$ cat config.mk
export PLATFORM = sky130hd
export DESIGN_NAME = hdkc_hash
export DESIGN_NICKNAME = d
export VERILOG_FILES = /design/src/sv/assert_macros.svh /design/src/sv/hdkc_pkg.sv /design/src/sv/hdkc_hash.sv
export SDC_FILE = /design/constraint.sdc
export NUM_CORES = 1
export LEC_CHECK = 0
export ABC_AREA = 1
export ABC_CLOCK_PERIOD_IN_PS = 8000
export BUFFER_PORTS_ARGS = -buffer_cell sky130_fd_sc_hd__clkbuf_2
export CORE_ASPECT_RATIO = 0.7
export CORE_UTILIZATION = 40
export CTS_CLUSTER_DIAMETER = 40
export DETAILED_ROUTE_END_ITERATION = 12
export GPL_TIMING_DRIVEN = 0
export PLACE_DENSITY_LB_ADDON = 0.08
export SLEW_MARGIN = 40
export SYNTH_ARGS = -nofsm -noshare
export SYNTH_HDL_FRONTEND = slang
export SYNTH_SLANG_ARGS = --single-unit
$ cat constraint.sdc
create_clock -name clock -period 8 [get_ports clock]
set_input_delay 1.6 -clock clock [delete_from_list [all_inputs] [get_ports clock]]
set_output_delay 1.6 -clock clock [all_outputs]
set_load 0.01 [all_outputs]
$ cat src/sv/assert_macros.svh
// ----------------------------------------------------------------------------
// Assertion macros
// Shared concurrent assertion forms for the distinct key counter.
// ----------------------------------------------------------------------------
`ifndef ASSERT_MACROS_SVH
`define ASSERT_MACROS_SVH

// Same-cycle implication, checked at every rising clock edge outside reset.
`define ASSERT_IMPLY(lbl, clk, rst, ante, cons, msg) \
   lbl: assert property (@(posedge clk) disable iff (rst) (ante) |-> (cons)) \
      else $error(msg);

// Next-cycle implication, checked at every rising clock edge outside reset.
`define ASSERT_NEXT(lbl, clk, rst, ante, cons, msg) \
   lbl: assert property (@(posedge clk) disable iff (rst) (ante) |=> (cons)) \
      else $error(msg);

`endif

$ cat src/sv/hdkc_pkg.sv
// ----------------------------------------------------------------------------
// hdkc_pkg
// Types and constants shared by the distinct key counter modules.
// ----------------------------------------------------------------------------
package hdkc_pkg;

   // Request kinds carried on req_tuser.
   localparam logic KIND_INSERT = 1'b0;
   localparam logic KIND_CLEAR  = 1'b1;

   // Hash constants.
   localparam logic [31:0] HASH_MUL   = 32'd123;
   localparam logic [31:0] HASH_ADD   = 32'd151;
   localparam int          PRIME_W    = 17;
   localparam logic [16:0] HASH_PRIME = 17'h1FFFF;

   // Field widths.
   localparam int KEY_W   = 32;
   localparam int COUNT_W = 16;
   localparam int BIDX_W  = 14;
   localparam int RSP_W   = 32;

   // Controller states.
   typedef enum logic [3:0] {
      ST_INIT,
      ST_IDLE,
      ST_HASH2,
      ST_HASH3,
      ST_HASH4,
      ST_READ,
      ST_UPDATE,
      ST_CLEAR,
      ST_CLR_DONE
   } state_type;

   // Commands from the controller to the datapath.
   typedef struct packed {
      logic take;
      logic clr_step;
      logic commit;
      logic load_clear;
   } cmd_type;

   // Status from the datapath to the controller.
   typedef struct packed {
      logic clr_last;
      logic out_free;
   } sts_type;

endpackage

$ cat src/sv/hdkc_hash.sv
// ----------------------------------------------------------------------------
// hdkc_hash
// Four-stage bucket hash: (((123*x+151) mod 2^32) mod 131071) mod BUCKETS.
// ----------------------------------------------------------------------------
module hdkc_hash #(
   parameter int BUCKETS = 10000,
   parameter int BKT_W   = 14
) (
   input  logic             clock,
   input  logic             load,
   input  logic [31:0]      address,
   output logic [BKT_W-1:0] bucket
);

   // Reciprocal of the bucket count, scaled by 2^32.
   localparam logic [32:0] RECIP = 33'((64'd1 << 32) / 64'(BUCKETS));

   logic [31:0]      mul_ff, mul_in;
   logic [16:0]      v1_ff, v1_in;
   logic [16:0]      v2_ff;
   logic [16:0]      q_ff, q_in;
   logic [BKT_W-1:0] bucket_ff, bucket_in;
   logic [17:0]      fold;
   logic [49:0]      prod;
   logic [33:0]      qb;
   logic [17:0]      rem;
   logic [17:0]      rem_fix;

   // Stage one: multiply and add with 32-bit wrap.
   assign mul_in = 32'(address * hdkc_pkg::HASH_MUL) + hdkc_pkg::HASH_ADD;

   // Stage two: reduce modulo 2^17-1 by folding the upper bits onto the lower.
   assign fold  = 18'(mul_ff[31:hdkc_pkg::PRIME_W]) + 18'(mul_ff[hdkc_pkg::PRIME_W-1:0]);
   assign v1_in = (fold >= 18'(hdkc_pkg::HASH_PRIME)) ?
                  17'(fold - 18'(hdkc_pkg::HASH_PRIME)) : 17'(fold);

   // Stage three: quotient estimate by reciprocal multiplication.
   assign prod = 50'(v1_ff) * 50'(RECIP);
   assign q_in = prod[48:32];

   // Stage four: remainder, with one correction for an estimate one low.
   assign qb        = 34'(q_ff) * 34'(BUCKETS);
   assign rem       = 18'(v2_ff) - qb[17:0];
   assign rem_fix   = (rem >= 18'(BUCKETS)) ? rem - 18'(BUCKETS) : rem;
   assign bucket_in = rem_fix[BKT_W-1:0];

   // Pipeline registers; only the first stage waits for a new request.
   always_ff @(posedge clock) begin
      if (load) begin
         mul_ff <= mul_in;
      end
      v1_ff     <= v1_in;
      v2_ff     <= v1_ff;
      q_ff      <= q_in;
      bucket_ff <= bucket_in;
   end

   assign bucket = bucket_ff;

endmodule

==> results.py <==
metrics = {
    "run_status": {
        "status": "complete, no violations",
    },
    "synth": {
        "syn_area_um2": 15400,
        "synth_area_leader_cell": "fa_1",
        "yosysSeqAreaShare_pct": 13.00,
        "yosysWarnings": 0,
        "synthDistinctLibCells": 43,
        "syn_inst": 1860,
        "netlist.area_leader.share_pct": 27.42,
        "yosys-top-cells-area": "fa_1, ha_1, inv_1",
        "ys_ff_latch": 84,
        "avgSynthCellArea_um2": 8.281,
        "syn-num-nets": 2366,
    },
    "placement": {
        "placed_area_um2": 16250,
        "placement.io_buffers": 47,
        "finalWeightedCongestion": 0.9049,
        "dpl.hpwl_um": 33310,
    },
    "cells_and_area": {
        "drive_gt1_share_pct": 4.264,
        "fin_util_pct": 44.01,
        "nFillCells": 3815,
        "diodes": 0,
        "design_area_um2": 16540,
        "area_delta_synth_final_pct": 7.360,
        "nets": 2424,
    },
    "route": {
        "num_vias": 11660,
        "drc": 0,
        "wl_um": 37820,
        "via_per_inst": 4.837,
        "wl_per_cell_um": 15.69,
        "drtPass1Iterations": 5,
        "ant_nets": 0,
        "drtIter0Drc": 778,
    },
    "worst_setup_path": {
        "crit_fanout": 6,
        "crit_path_end_kind": "flop",
        "crit_type": "in2reg",
        "critPathRequiredTime_ns": 8.12,
        "crit_path_start_kind": "input pin",
        "critPathArrivalTime_ns": 6.21,
    },
    "clock_network": {
        "clk_pin_slew_worst_paths_ns": 0.07,
        "post_cts_buffers": 0,
        "clockBufferDepth": 2,
        "htree_levels": 3,
        "clock_sinks": 84,
        "clock-root-buffer": "clkbuf_16",
        "tritoncts": "yes",
        "cts_buffers": 9,
        "clock_latency_ns": 0.37,
        "cts_hold_buffers": 0,
        "cts_resized": 0,
    },
    "timing": {
        "slew_headroom_pct": 48.86,
        "clock_skew_ns": 0.009918,
        "finalSetupTns_ns": 0,
        "setup_viol": 0,
        "period_share_pct": 76.11,
        "rsz0062_at_grt": "no",
        "finalMaxSlewViolations": 0,
        "worst_slew_pin_slew_ns": 0.7671,
        "period_minus_slack_ns": 6.089,
        "max_freq_mhz": 164.2,
        "finalHoldViolCount": 0,
    },
    "grt": {
        "grt_pass1_wl_um": 64040,
        "grt_max_degree": 33,
        "grtUsageTotal_pct": 20.83,
        "grt_pass1_vias": 12020,
        "grt-ovfl-total": 0,
        "antenna_found_initial": 0,
    },
    "floorplan": {
        "ios": 48,
        "die_h_um": 166.2,
        "initial_core_util_pct": 40.99,
        "die-area_um2": 39310,
        "core_area_um2": 37570,
        "die_w_um": 236.5,
        "row_count": 59,
    },
    "worst_hold_path": {
        "hold_path.class": "reg2reg",
    },
    "run": {
        "cap_violations": 0,
    },
}
[cell type report]
class	count	area [µm²]	share of cell area, %
Multi-Input combinational cell	1284	11540	69.79
Buffer	6	36.28	0.2194
Clock buffer	11	252.7	1.528
Timing Repair Buffer	47	235.2	1.423
Inverter	486	1824	11.03
Tap cell	488	610.6	3.692
Sequential cell	84	2002	12.11
Clock inverter	5	35.03	0.2119
[state kept, by name, summed over array words and instances (netlist names)]
register  flops
v1_ff        17
v2_ff        17
mul_ff       32
q_ff          4
bucket       14
[Yosys cell counts]
cell type / count
o21ai_1: 1
nand2_1: 334
a21o_1: 8
nor3b_1: 1
nand3_2: 4
and2_1: 1
xor2_1: 45
nor2_1: 94
o21ai_0: 30
buf_2: 2
a21boi_0: 2
nand4_1: 40
ha_1: 261
nand2_2: 2
a31oi_1: 8
dfxtp_1: 52
nand3_4: 1
o221ai_1: 2
o2111ai_1: 3
nor3_1: 13
o21bai_1: 6
nand2_4: 3
edfxtp_1: 32
buf_8: 1
nand3_1: 83
a41oi_1: 1
nor2_4: 3
clkinv_1: 1
fa_1: 211
or2_2: 1
nor3_2: 1
a211oi_1: 2
nor4_1: 2
inv_1: 483
xnor2_1: 30
o311ai_0: 1
inv_2: 2
o21a_1: 2
clkbuf_1: 3
and2_0: 1
o211ai_1: 4
nand3b_1: 3
a21oi_1: 80
[layer usage]
layer  global-route usage [%]  wire [µm]  vias to the layer above
met2                    26.25      13000                      277
met5                        0          0                        -
li1                         -          -                     5890
met3                    4.538       2731                       21
met4                    2.654        260                        0
met1                    35.35      21830                     5473
[metrics by stage]
| step | hold slack [ns] | worst slack (ns) | std cells |
|---|---|---|---|
| floorplan | 0.3314 | 2.624 | 1860 |
| global placement | 0.3573 | 1.592 | 2395 |
| detailed placement | 0.3561 | 1.580 | 2395 |
| CTS | 0.3811 | 1.957 | 2411 |
| global route | 0.3907 | 1.715 | 2411 |
| finish | 0.3811 | 1.911 | 2411 |
[worst paths after layout]
path	start	to	slack, ns	cells after the start
hold / removal	v2_ff[0]	bucket[0]	0.38	0
setup reg to reg	v1_ff[2]	q_ff[3]	2.24	17
hold reg to reg	v2_ff[0]	bucket[0]	0.38	0
setup / recovery	address[7]	mul_ff[19]	1.91	14
[cells by family (layout without fill, tap and decap cells)]
group / Yosys count / after routing / synth area share (%)
DFF: 84 / 84 / 13.00
and+or+nand+nor: 587 / 587 / 16.53
adders and majority gates: 472 / 472 / 48.63
xor gates and xnor gates: 75 / 75 / 4.265
buffers and inverters: 492 / 555 / 12.08
AOI/OAI and AO/OA: 150 / 150 / 5.500
[worst max-delay path, stage by stage]
cell	delay, ns
clkbuf_2	0.17
inv_1	0.14
fa_1	0.52
fa_1	0.52
fa_1	0.52
fa_1	0.54
inv_1	0.04
ha_1	0.41
nand2_1	0.11
nor2_1	0.29
nand4_1	0.12
o21ai_0	0.57
a21oi_1	0.21
xnor2_1	0.43
[cells in the final DEF (no fill, tap or decap), types with 3 or more instances in the layout]
cell and n:
a21o_1 8, a21oi_1 80, a31oi_1 8, buf_2 3
clkbuf_1 3, clkbuf_16 9, clkbuf_2 46, dfxtp_1 52
edfxtp_1 32, fa_1 211, ha_1 261, inv_1 484
nand2_1 334, nand2_4 3, nand3_1 83, nand3_2 4
nand3b_1 3, nand4_1 40, nor2_1 94, nor2_4 3
nor3_1 13, o2111ai_1 3, o211ai_1 4, o21ai_0 30
o21bai_1 6, xnor2_1 30, xor2_1 45
Power is not shown: default switching activity piles up to over one toggle a cycle in this logic, so the estimate is an artifact.
