--- src/sv/assert_macros.svh ---
// ----------------------------------------------------------------------------
// Assertion macros
// Shared concurrent assertion forms for the distinct key counter.
// ----------------------------------------------------------------------------
`ifndef ASSERT_MACROS_SVH
`define ASSERT_MACROS_SVH

// Same-cycle implication, checked at every rising clock edge outside reset.
`define ASSERT_IMPLY(lbl, clk, rst, ante, cons, msg) \
   lbl: assert property (@(posedge clk) disable iff (rst) (ante) |-> (cons)) \
      else $error(msg);

// Next-cycle implication, checked at every rising clock edge outside reset.
`define ASSERT_NEXT(lbl, clk, rst, ante, cons, msg) \
   lbl: assert property (@(posedge clk) disable iff (rst) (ante) |=> (cons)) \
      else $error(msg);

`endif

--- src/sv/hdkc_pkg.sv ---
// ----------------------------------------------------------------------------
// hdkc_pkg
// Types and constants shared by the distinct key counter modules.
// ----------------------------------------------------------------------------
package hdkc_pkg;

   // Request kinds carried on req_tuser.
   localparam logic KIND_INSERT = 1'b0;
   localparam logic KIND_CLEAR  = 1'b1;

   // Hash constants.
   localparam logic [31:0] HASH_MUL   = 32'd123;
   localparam logic [31:0] HASH_ADD   = 32'd151;
   localparam int          PRIME_W    = 17;
   localparam logic [16:0] HASH_PRIME = 17'h1FFFF;

   // Field widths.
   localparam int KEY_W   = 32;
   localparam int COUNT_W = 16;
   localparam int BIDX_W  = 14;
   localparam int RSP_W   = 32;

   // Controller states.
   typedef enum logic [3:0] {
      ST_INIT,
      ST_IDLE,
      ST_HASH2,
      ST_HASH3,
      ST_HASH4,
      ST_READ,
      ST_UPDATE,
      ST_CLEAR,
      ST_CLR_DONE
   } state_type;

   // Commands from the controller to the datapath.
   typedef struct packed {
      logic take;
      logic clr_step;
      logic commit;
      logic load_clear;
   } cmd_type;

   // Status from the datapath to the controller.
   typedef struct packed {
      logic clr_last;
      logic out_free;
   } sts_type;

endpackage

--- src/sv/hdkc_ctrl.sv ---
// ----------------------------------------------------------------------------
// hdkc_ctrl
// Controller: sequences hashing, table read, update and clearing sweeps.
// ----------------------------------------------------------------------------
module hdkc_ctrl (
   input  logic              clock,
   input  logic              reset,
   input  logic              req_tvalid,
   input  logic              req_kind,
   output logic              req_tready,
   input  hdkc_pkg::sts_type sts,
   output hdkc_pkg::cmd_type cmd
);

   hdkc_pkg::state_type state_ff, state_in;

   // State register; reset starts the table clearing sweep.
   always_ff @(posedge clock) begin
      if (reset) begin
         state_ff <= hdkc_pkg::ST_INIT;
      end else begin
         state_ff <= state_in;
      end
   end

   // Next state and commands.
   always_comb begin
      state_in   = state_ff;
      req_tready = 1'b0;
      cmd        = '0;
      unique case (state_ff)
         hdkc_pkg::ST_INIT: begin
            cmd.clr_step = 1'b1;
            if (sts.clr_last) begin
               state_in = hdkc_pkg::ST_IDLE;
            end
         end
         hdkc_pkg::ST_IDLE: begin
            req_tready = 1'b1;
            if (req_tvalid) begin
               cmd.take = 1'b1;
               state_in = (req_kind == hdkc_pkg::KIND_CLEAR) ?
                          hdkc_pkg::ST_CLEAR : hdkc_pkg::ST_HASH2;
            end
         end
         hdkc_pkg::ST_HASH2: begin
            state_in = hdkc_pkg::ST_HASH3;
         end
         hdkc_pkg::ST_HASH3: begin
            state_in = hdkc_pkg::ST_HASH4;
         end
         hdkc_pkg::ST_HASH4: begin
            state_in = hdkc_pkg::ST_READ;
         end
         hdkc_pkg::ST_READ: begin
            state_in = hdkc_pkg::ST_UPDATE;
         end
         hdkc_pkg::ST_UPDATE: begin
            if (sts.out_free) begin
               cmd.commit = 1'b1;
               state_in   = hdkc_pkg::ST_IDLE;
            end
         end
         hdkc_pkg::ST_CLEAR: begin
            cmd.clr_step = 1'b1;
            if (sts.clr_last) begin
               state_in = hdkc_pkg::ST_CLR_DONE;
            end
         end
         hdkc_pkg::ST_CLR_DONE: begin
            if (sts.out_free) begin
               cmd.load_clear = 1'b1;
               state_in       = hdkc_pkg::ST_IDLE;
            end
         end
         default: begin
            state_in = hdkc_pkg::ST_IDLE;
         end
      endcase
   end

endmodule
--- config.mk ---
export PLATFORM = sky130hd
export DESIGN_NAME = hdkc_ctrl
export DESIGN_NICKNAME = d
export VERILOG_FILES = /design/src/sv/assert_macros.svh /design/src/sv/hdkc_pkg.sv /design/src/sv/hdkc_ctrl.sv
export SDC_FILE = /design/constraint.sdc
export NUM_CORES = 1
export LEC_CHECK = 0
export BUFFER_PORTS_ARGS = -buffer_cell sky130_fd_sc_hd__buf_2
export CAP_MARGIN = 10
export CORE_AREA = 5 5 42 44
export CTS_CLUSTER_SIZE = 8
export DETAILED_ROUTE_END_ITERATION = 10
export DIE_AREA = 0 0 47 49
export HOLD_SLACK_MARGIN = 0.06
export SETUP_SLACK_MARGIN = 0.3
export SYNTH_ARGS = -nofsm -noshare
export SYNTH_HDL_FRONTEND = slang
export SYNTH_SLANG_ARGS = --single-unit
--- constraint.sdc ---
create_clock -name clock -period 1.22 [get_ports clock]
set_clock_uncertainty 0.2 [all_clocks]
set_input_delay 0.183 -clock clock [delete_from_list [all_inputs] [get_ports clock]]
set_output_delay 0.183 -clock clock [all_outputs]
set_load 0.02 [all_outputs]
==> results of run 1 <==
==> metal layers <==
| layer | up-vias | share of wire |
|---|---|---|
| li1 | 211 | - |
| met1 | 207 | 0.36 |
| met2 | 12 | 0.58 |
| met3 | 2 | 0.043 |
| met4 | 0 | 0.011 |
| met5 | - | 0 |
==> cells in the mapped netlist, types with 2 or more instances <==
cell / count / share of area
dfxtp_1: 4 / 0.22
nor2_1: 3 / 0.031
a21o_1: 2 / 0.041
a21oi_1: 2 / 0.027
inv_1: 2 / 0.021
mux2i_1: 2 / 0.055
==> cells by family (layout without fill, tap and decap cells) <==
logic type / count (synthesis) / in the layout / synth area share
flops: 4 / 4 / 0.220
buf+inv: 5 / 35 / 0.0859
mux: 3 / 3 / 0.0859
simple gates: 18 / 18 / 0.357
compound gates: 10 / 10 / 0.251
==> worst register-to-register path: stages (launching register included) <==
cell and delay [ns]:
dfxtp_4 0.35, buf_6 0.12, buf_6 0.11, or3b_1 0.36, a21oi_2 0.17, o32ai_2 0.10
==> stage by stage <==
| step | worst slack [ns] | TNS [ns] | total power (W) | area, sq um | utilization |
|---|---|---|---|---|---|
| after CTS | -0.401 | -2.62 | 0.000772 | 711 | 0.507 |
| after global placement | -0.270 | -1.80 | 0.000483 | 531 | 0.379 |
| final | -0.394 | -2.62 | 0.000785 | 717 | 0.512 |
| after detailed placement | -0.270 | -1.96 | 0.000486 | 531 | 0.379 |
| after floorplan | -0.169 | -0.603 | 0.000393 | 412 | - |
| after global routing | -0.435 | -3.16 | 0.000829 | 717 | 0.512 |
==> area by class of cell <==
cell class                 count  area, sq um  area share
multi-input combinational     31          345       0.482
timing repair buffer          30          229       0.319
sequential                     4         92.6       0.129
clock buffer                   3         22.5      0.0314
tap                           16         20.0      0.0279
inverter                       2         7.51      0.0105
==> what timing repair did <==
action                                  in CTS  in global routing
gates resized for setup                     23                  2
pin swaps                                   10                  2
hold endpoints to repair                     1                  0
endpoints found under the setup margin       9                  9
buffers inserted                             9                  0
==> power by group through the flow <==
| stage | clock, W | sequential [W] | combinational (W) |
|---|---|---|---|
| 6_report | 0.000167 | 0.000183 | 0.000435 |
| 5_1_grt | 0.000178 | 0.000187 | 0.000464 |
| 4_1_cts | 0.000172 | 0.000180 | 0.000420 |
| 3_5_place_dp | 0 | 0.000185 | 0.000301 |
| 3_3_place_gp | 0 | 0.000185 | 0.000298 |
| 2_1_floorplan | 0 | 0.000162 | 0.000232 |
==> worst min-delay path by stage <==
stage	startpoint	endpoint	slack, ns	depth (start not counted)
floorplan	reset	state_ff[3]	0.05	1
global placement	reset	state_ff[3]	0.26	2
detailed placement	reset	state_ff[3]	0.27	2
CTS	reset	state_ff[3]	0.03	2
global route	reset	state_ff[3]	0.07	2
finish	reset	state_ff[3]	0.05	2
==> tab_implementation.tex, run 1 <==
\begin{tabular}{lr}
\hline
Metric & Value \\
\hline
\multicolumn{2}{l}{\textbf{Critical path}} \\
\quad Critical path startpoint category & flip-flop \\
\quad R2R Setup Slk & -0.31 ns \\
\quad Required time of the critical path & approximately 0.84 ns \\
\quad Top Family by Delay on Critical Path & simple AND/OR/NAND/NOR gates \\
\quad Crit Path Max Fanout & 6 \\
\quad Path length in cells of the critical path & 3 \\
\quad CP Cell Sequence & or3\_4 > a21oi\_4 > buf\_6 \\
\quad CP peak stage delay & $\sim$0.4 ns \\
\quad Count of buffer and inverter cells on the critical path & 1 \\
\quad Data arrival at the endpoint of the critical path & between 1 and 1.5 ns \\
\quad Termination of the worst setup path & cmd[2] \\
\quad Type of the setup path with the least slack & flip-flop to output pin \\
\quad RR Endpoint & state\_ff[0] \\
\quad Worst r2r path cells & 5 \\
\quad Cell with the largest stage delay on the worst path & or3\_4 \\
\quad Critical path capture point type & output pin \\
\quad Start point of the critical path & state\_ff[2] \\
\quad Worst R2R Start & state\_ff[1] \\
\multicolumn{2}{l}{\textbf{Pwr}} \\
\quad Clock share of power & 0.213 \\
\quad Max IR drop VDD & 0.000666 V \\
\quad Static Leak & between 0.3 and 0.4 nW \\
\quad Power density over cell area & roughly 1100 mW/mm\^{}2 \\
\quad Combinational fraction of design power & 0.554 \\
\quad Net Switching & between 0.0002 and 0.0003 W \\
\quad Proportion of total power due to net switching & 0.342 \\
\quad Register share of total power & 0.233 \\
\quad Cell-internal power & 0.000517 W \\
\multicolumn{2}{l}{\textbf{Global routing}} \\
\quad Largest net degree at the start of global routing & 10 \\
\quad Met1 usage in global routing & 0.140 \\
\quad GRT busiest layer & met2 \\
\quad Number of global-route vias before repair & 490 \\
\quad Wire length of the first global-routing pass & between 2000 and 2500 um \\
\quad Congestion Overflow GR & 0 \\
\quad All-Layer GR Usage & 0.134 \\
\quad Met2 Track Usage GR & 0.233 \\
\quad Met3 Use GR & 0.0332 \\
\quad Number of antenna violations at the first check in global routing & 0 \\
\multicolumn{2}{l}{\textbf{Cells and area}} \\
\quad Register name with the most flops & state\_ff \\
\quad Non-filler instance count after layout & 86 \\
\quad Antenna diode count & 0 \\
\quad Most common cell after layout, fill and taps aside & buf\_4 \\
\quad Biggest registers after layout & state\_ff x4 \\
\quad Number of filler instances in the final layout & roughly 140 \\
\quad Area delta synth->final & 96.9\% \\
\quad Commonest cells after routing, fill and taps aside & 14 x buf\_4, 9 x buf\_2, 7 x buf\_6 \\
\quad Nets & 78 \\
\quad Number of flip-flops in the largest register & 4 \\
\quad Layout cells sized above 1 & 0.786 \\
\multicolumn{2}{l}{\textbf{STA}} \\
\quad RSZ-0062 raised after global routing & yes \\
\quad Hold Fails Final Rpt & 0 \\
\quad Post-route minimum period & 1.61 ns \\
\quad Period Utilization, post-route & 1.32 \\
\quad Upper clock frequency limit & about 620 MHz \\
\quad Max Transition Viols Final & 0 \\
\quad Relative slew slack & 0.807 \\
\quad Final Hold Slack & approximately 0.052 ns \\
\quad Transition time at the pin with the least slew margin & 0.290 ns \\
\quad Endpoints failing setup & 9 \\
\quad Final Worst Setup Slack & -0.394 ns \\
\multicolumn{2}{l}{\textbf{Detailed routing}} \\
\quad Number of violations reported at the end of detailed-routing iteration 0 & 1 \\
\quad Vias post-DR & around 430 \\
\quad DR vias/cell & approximately 5.0 \\
\quad Mean routed wirelength per cell & approximately 14 um \\
\quad DRC violation count after routing & 0 \\
\quad Routed wire length & between 1000 and 1500 um \\
\quad Antenna Violating Nets Remaining & 0 \\
\quad DRT Pass-1 Iters & 3 \\
\multicolumn{2}{l}{\textbf{Clocking}} \\
\quad Latest clock arrival within the worst-skew pair & around 0.23 ns \\
\quad TritonCTS clock tree & yes \\
\quad Maximum buffer depth of the clock tree & 2 \\
\quad Number of clock sinks & 4 \\
\quad Clock transition at path regs & 0.04 ns \\
\quad Clock Root Buffer & clkbuf\_4 \\
\quad Number of buffers added by the clock tree synthesis step & 3 \\
\quad H-tree levels & 1 \\
\multicolumn{2}{l}{\textbf{Synthesis}} \\
\quad Post-Syn Area per Cell & about 9.1 sq um \\
\quad Share of async-settable or async-resettable flops after synthesis & 0 \\
\quad Mapped Nets & 46 \\
\quad Post-synthesis instance total & 40 \\
\quad Number of enable flip-flop cells after synthesis & 0 \\
\quad Seq/Total Area, Yosys & 0.220 \\
\quad Number of warnings printed during yosys synthesis & 0 \\
\quad Flop and latch count out of synthesis & 4 \\
\quad Predominant post-synthesis flop cell & dfxtp\_1 \\
\quad Post-synthesis cell area & around 360 sq um \\
\quad Distinct cell type count of the synthesized netlist & 31 \\
\multicolumn{2}{l}{\textbf{Run status}} \\
\quad Failing checks & negative setup slack \\
\quad Status & finished with violations \\
\multicolumn{2}{l}{\textbf{Die}} \\
\quad Std-Cell Core Area & 0.00140 sq mm \\
\quad Die boundary height & 49 um \\
\quad Die width & about 47 um \\
\quad Area of the die & 0.00230 sq mm \\
\quad \# IOs & 11 \\
\quad \# rows & 14 \\
\quad Initial core utilization & 0.260 \\
\multicolumn{2}{l}{\textbf{Job}} \\
\quad \# Max-Cap Violations & 0 \\
\multicolumn{2}{l}{\textbf{Placement}} \\
\quad Input/output buffers & 10 \\
\quad Weighted congestion at the end of routability-driven global placement & 0.724 \\
\quad Estimated wirelength of the detail-placed design & 720 um \\
\quad Cell count after placement & 74 \\
\multicolumn{2}{l}{\textbf{Worst hold path}} \\
\quad HP Class & primary input to flip-flop \\
\hline
\end{tabular}
No activity file was read; power rests on OpenSTA's default activity.
==> run 2: changes to the inputs <==
- PLACE_DENSITY: not set -> 0.61
==> tab_implementation.tex, run 2 (synthesis results as in run 1) <==
\begin{tabular}{lr}
\hline
Metric & Value \\
\hline
\multicolumn{2}{l}{\textbf{Clocking}} \\
\quad Clock Root Buffer & clkbuf\_4 \\
\quad Number of clock sinks & 4 (unchanged) \\
\quad TritonCTS clock tree & yes \\
\quad Number of buffers added by the clock tree synthesis step & 3 (unchanged) \\
\quad Latest clock arrival within the worst-skew pair & 0.24 ns (about the same) \\
\quad Clock transition at path regs & 0.04 ns (about the same) \\
\quad Maximum buffer depth of the clock tree & 2 (unchanged) \\
\quad H-tree levels & 1 (unchanged) \\
\multicolumn{2}{l}{\textbf{Worst hold path}} \\
\quad Start point of the worst min-delay path & reset \\
\quad Hold Crit Endpoint & state\_ff[3] \\
\quad Number of cells on the worst hold path & 2 (unchanged) \\
\quad HP Class & primary input to flip-flop \\
\multicolumn{2}{l}{\textbf{Placement}} \\
\quad Input/output buffers & 10 (unchanged) \\
\quad Setup slack after placement & -0.277 ns (-0.00707 ns) \\
\quad Estimated wirelength of the detail-placed design & 704 um (-2.2\%) \\
\quad Weighted congestion at the end of routability-driven global placement & 0.781 (+7.8\%) \\
\quad Cell count after placement & 70 (-5.4\%) \\
\multicolumn{2}{l}{\textbf{Cells and area}} \\
\quad Final cell utilization of the core & 0.490 (-0.0214) \\
\quad Area of combinational cells with multiple inputs & 337 sq um (-2.5\%) \\
\quad Area delta synth->final & 88.7\% \\
\quad Biggest registers after layout & state\_ff x4 \\
\quad Commonest cells after routing, fill and taps aside & 10 x buf\_4, 8 x buf\_6, 7 x buf\_2 \\
\quad Number of filler instances in the final layout & 139 (-3.5\%) \\
\quad Layout cells sized above 1 & 0.773 (-0.0130) \\
\quad Antenna diode count & 0 (unchanged) \\
\quad Number of flip-flops in the largest register & 4 (unchanged) \\
\quad Non-filler instance count after layout & 82 (-4.7\%) \\
\quad Most common cell after layout, fill and taps aside & buf\_4 \\
\quad Nets & 74 (-5.1\%) \\
\quad Register name with the most flops & state\_ff \\
\quad FF/Latch Area & 95.1 sq um (+2.7\%) \\
\multicolumn{2}{l}{\textbf{Pwr}} \\
\quad Power density over cell area & 1060 mW/mm\^{}2 (-3.4\%) \\
\quad Static Leak & 0.340 nW (-6.6\%) \\
\quad Max IR drop VDD & 0.000715 V (+7.3\%) \\
\multicolumn{2}{l}{\textbf{STA}} \\
\quad Sum of negative setup slack & -2.21 ns (+0.410 ns) \\
\quad Transition time at the pin with the least slew margin & 0.286 ns (-0.00363 ns) \\
\quad Final Hold Slack & 0.0193 ns (-0.0331 ns) \\
\quad Period Utilization, post-route & 1.33 (+0.00744) \\
\quad Relative slew slack & 0.809 (+0.00242) \\
\quad Final Worst Setup Slack & -0.403 ns (-0.00908 ns) \\
\quad Upper clock frequency limit & 616 MHz (-0.56\%) \\
\quad Endpoints failing setup & 8 (-1) \\
\quad Post-route minimum period & 1.62 ns (+0.00908 ns) \\
\quad Hold Fails Final Rpt & 0 (unchanged) \\
\quad RSZ-0062 raised after global routing & yes \\
\quad Max Transition Viols Final & 0 (unchanged) \\
\multicolumn{2}{l}{\textbf{Detailed routing}} \\
\quad Mean routed wirelength per cell & 14.4 um (about the same) \\
\quad Antenna Violating Nets Remaining & 0 (unchanged) \\
\quad Routed wire length & 1180 um (-4.7\%) \\
\quad Number of violations reported at the end of detailed-routing iteration 0 & 6 (+5) \\
\quad DRC violation count after routing & 0 (unchanged) \\
\quad Vias post-DR & 412 (-4.6\%) \\
\quad DR vias/cell & 5.02 (about the same) \\
\quad DRT Pass-1 Iters & 3 (unchanged) \\
\multicolumn{2}{l}{\textbf{Die}} \\
\quad \# IOs & 11 (unchanged) \\
\quad Die boundary height & 49 um (unchanged) \\
\quad Std-Cell Core Area & 0.00140 sq mm (unchanged) \\
\quad Die width & 47 um (unchanged) \\
\quad Initial core utilization & 0.260 (unchanged) \\
\quad Area of the die & 0.00230 sq mm (unchanged) \\
\quad \# rows & 14 (unchanged) \\
\multicolumn{2}{l}{\textbf{Critical path}} \\
\quad RR Endpoint & state\_ff[1] \\
\quad Required time of the critical path & 0.84 ns (about the same) \\
\quad Start point of the critical path & state\_ff[1] \\
\quad CP peak stage delay & 0.40 ns (about the same) \\
\quad CP Cell Sequence & or3\_4 > a21oi\_4 > buf\_6 \\
\quad Cell with the largest stage delay on the worst path & or3\_4 \\
\quad Worst R2R Start & state\_ff[0] \\
\quad Worst r2r path cells & 4 (-1) \\
\quad Data arrival at the endpoint of the critical path & 1.24 ns (about the same) \\
\quad Crit Path Max Fanout & 6 (unchanged) \\
\quad Critical path capture point type & output pin \\
\quad Critical path startpoint category & flip-flop \\
\quad R2R Setup Slk & -0.22 ns (+0.09 ns) \\
\quad Type of the setup path with the least slack & flip-flop to output pin \\
\multicolumn{2}{l}{\textbf{Job}} \\
\quad \# Max-Cap Violations & 0 (unchanged) \\
\multicolumn{2}{l}{\textbf{Global routing}} \\
\quad Wire length of the first global-routing pass & 1960 um (-12\%) \\
\quad All-Layer GR Usage & 0.120 (-0.0141) \\
\quad Number of global-route vias before repair & 446 (-9.0\%) \\
\quad Congestion Overflow GR & 0 (unchanged) \\
\quad Number of antenna violations at the first check in global routing & 0 (unchanged) \\
\quad Largest net degree at the start of global routing & 8 (-2) \\
\multicolumn{2}{l}{\textbf{Run status}} \\
\quad Failing checks & negative setup slack \\
\quad Status & finished with violations \\
\hline
\end{tabular}
## run 2: routing by layer
metal  GRT usage  vias up  part of all wire
met5           0        -                 0
met4      0.0507        0             0.012
met3      0.0443        2             0.052
met2       0.183       16              0.53
met1       0.147      189              0.41
li1            -      205                 -
## run 2: final cells by class
type                            instances  area share
Multi-Input combinational cell         31       0.490
Clock buffer                            3      0.0328
Timing Repair Buffer                   26       0.299
Tap cell                               16      0.0291
Sequential cell                         4       0.138
Inverter                                2      0.0109
## run 2: worst max-delay path: cells and delay by family, from the launching register on
kind                   cells  cell delay [ns]
buffers and inverters      1             0.12
flip-flops                 1             0.36
AND/OR/NAND/NOR            1             0.40
AO/OA/AOI/OAI              1             0.12
## run 2: how the worst max path moves through the flow
stage / endpoint / slack (ns) / cells after the start
6_report: cmd[2] / -0.40 / 3
5_1_grt: cmd[2] / -0.45 / 3
4_1_cts: cmd[2] / -0.40 / 3
3_5_place_dp: cmd[0] / -0.28 / 3
3_3_place_gp: cmd[0] / -0.27 / 3
2_1_floorplan: cmd[2] / -0.17 / 3
## run 2: what timing repair did
item                                    in CTS  in global routing
buffers inserted                             8                  1
gates resized for setup                     21                  8
pin swaps                                    7                  2
endpoints found under the setup margin       9                  9
cloned                                       0                  0
hold endpoints to repair                     2                  1
## run 2: per-stage QoR
step           area, sq um  total power [W]
6_report               687         0.000727
5_1_grt                687         0.000775
4_1_cts                651         0.000701
3_5_place_dp           500         0.000454
3_3_place_gp           500         0.000457
2_1_floorplan          412         0.000393
## run 2: report_power, final
part / total [W] / internal (W) / switching, W
Clock: 0.000168 / 0.000110 / 0.0000574
Sequential: 0.000181 / 0.000149 / 0.0000322
Combinational: 0.000378 / 0.000213 / 0.000165
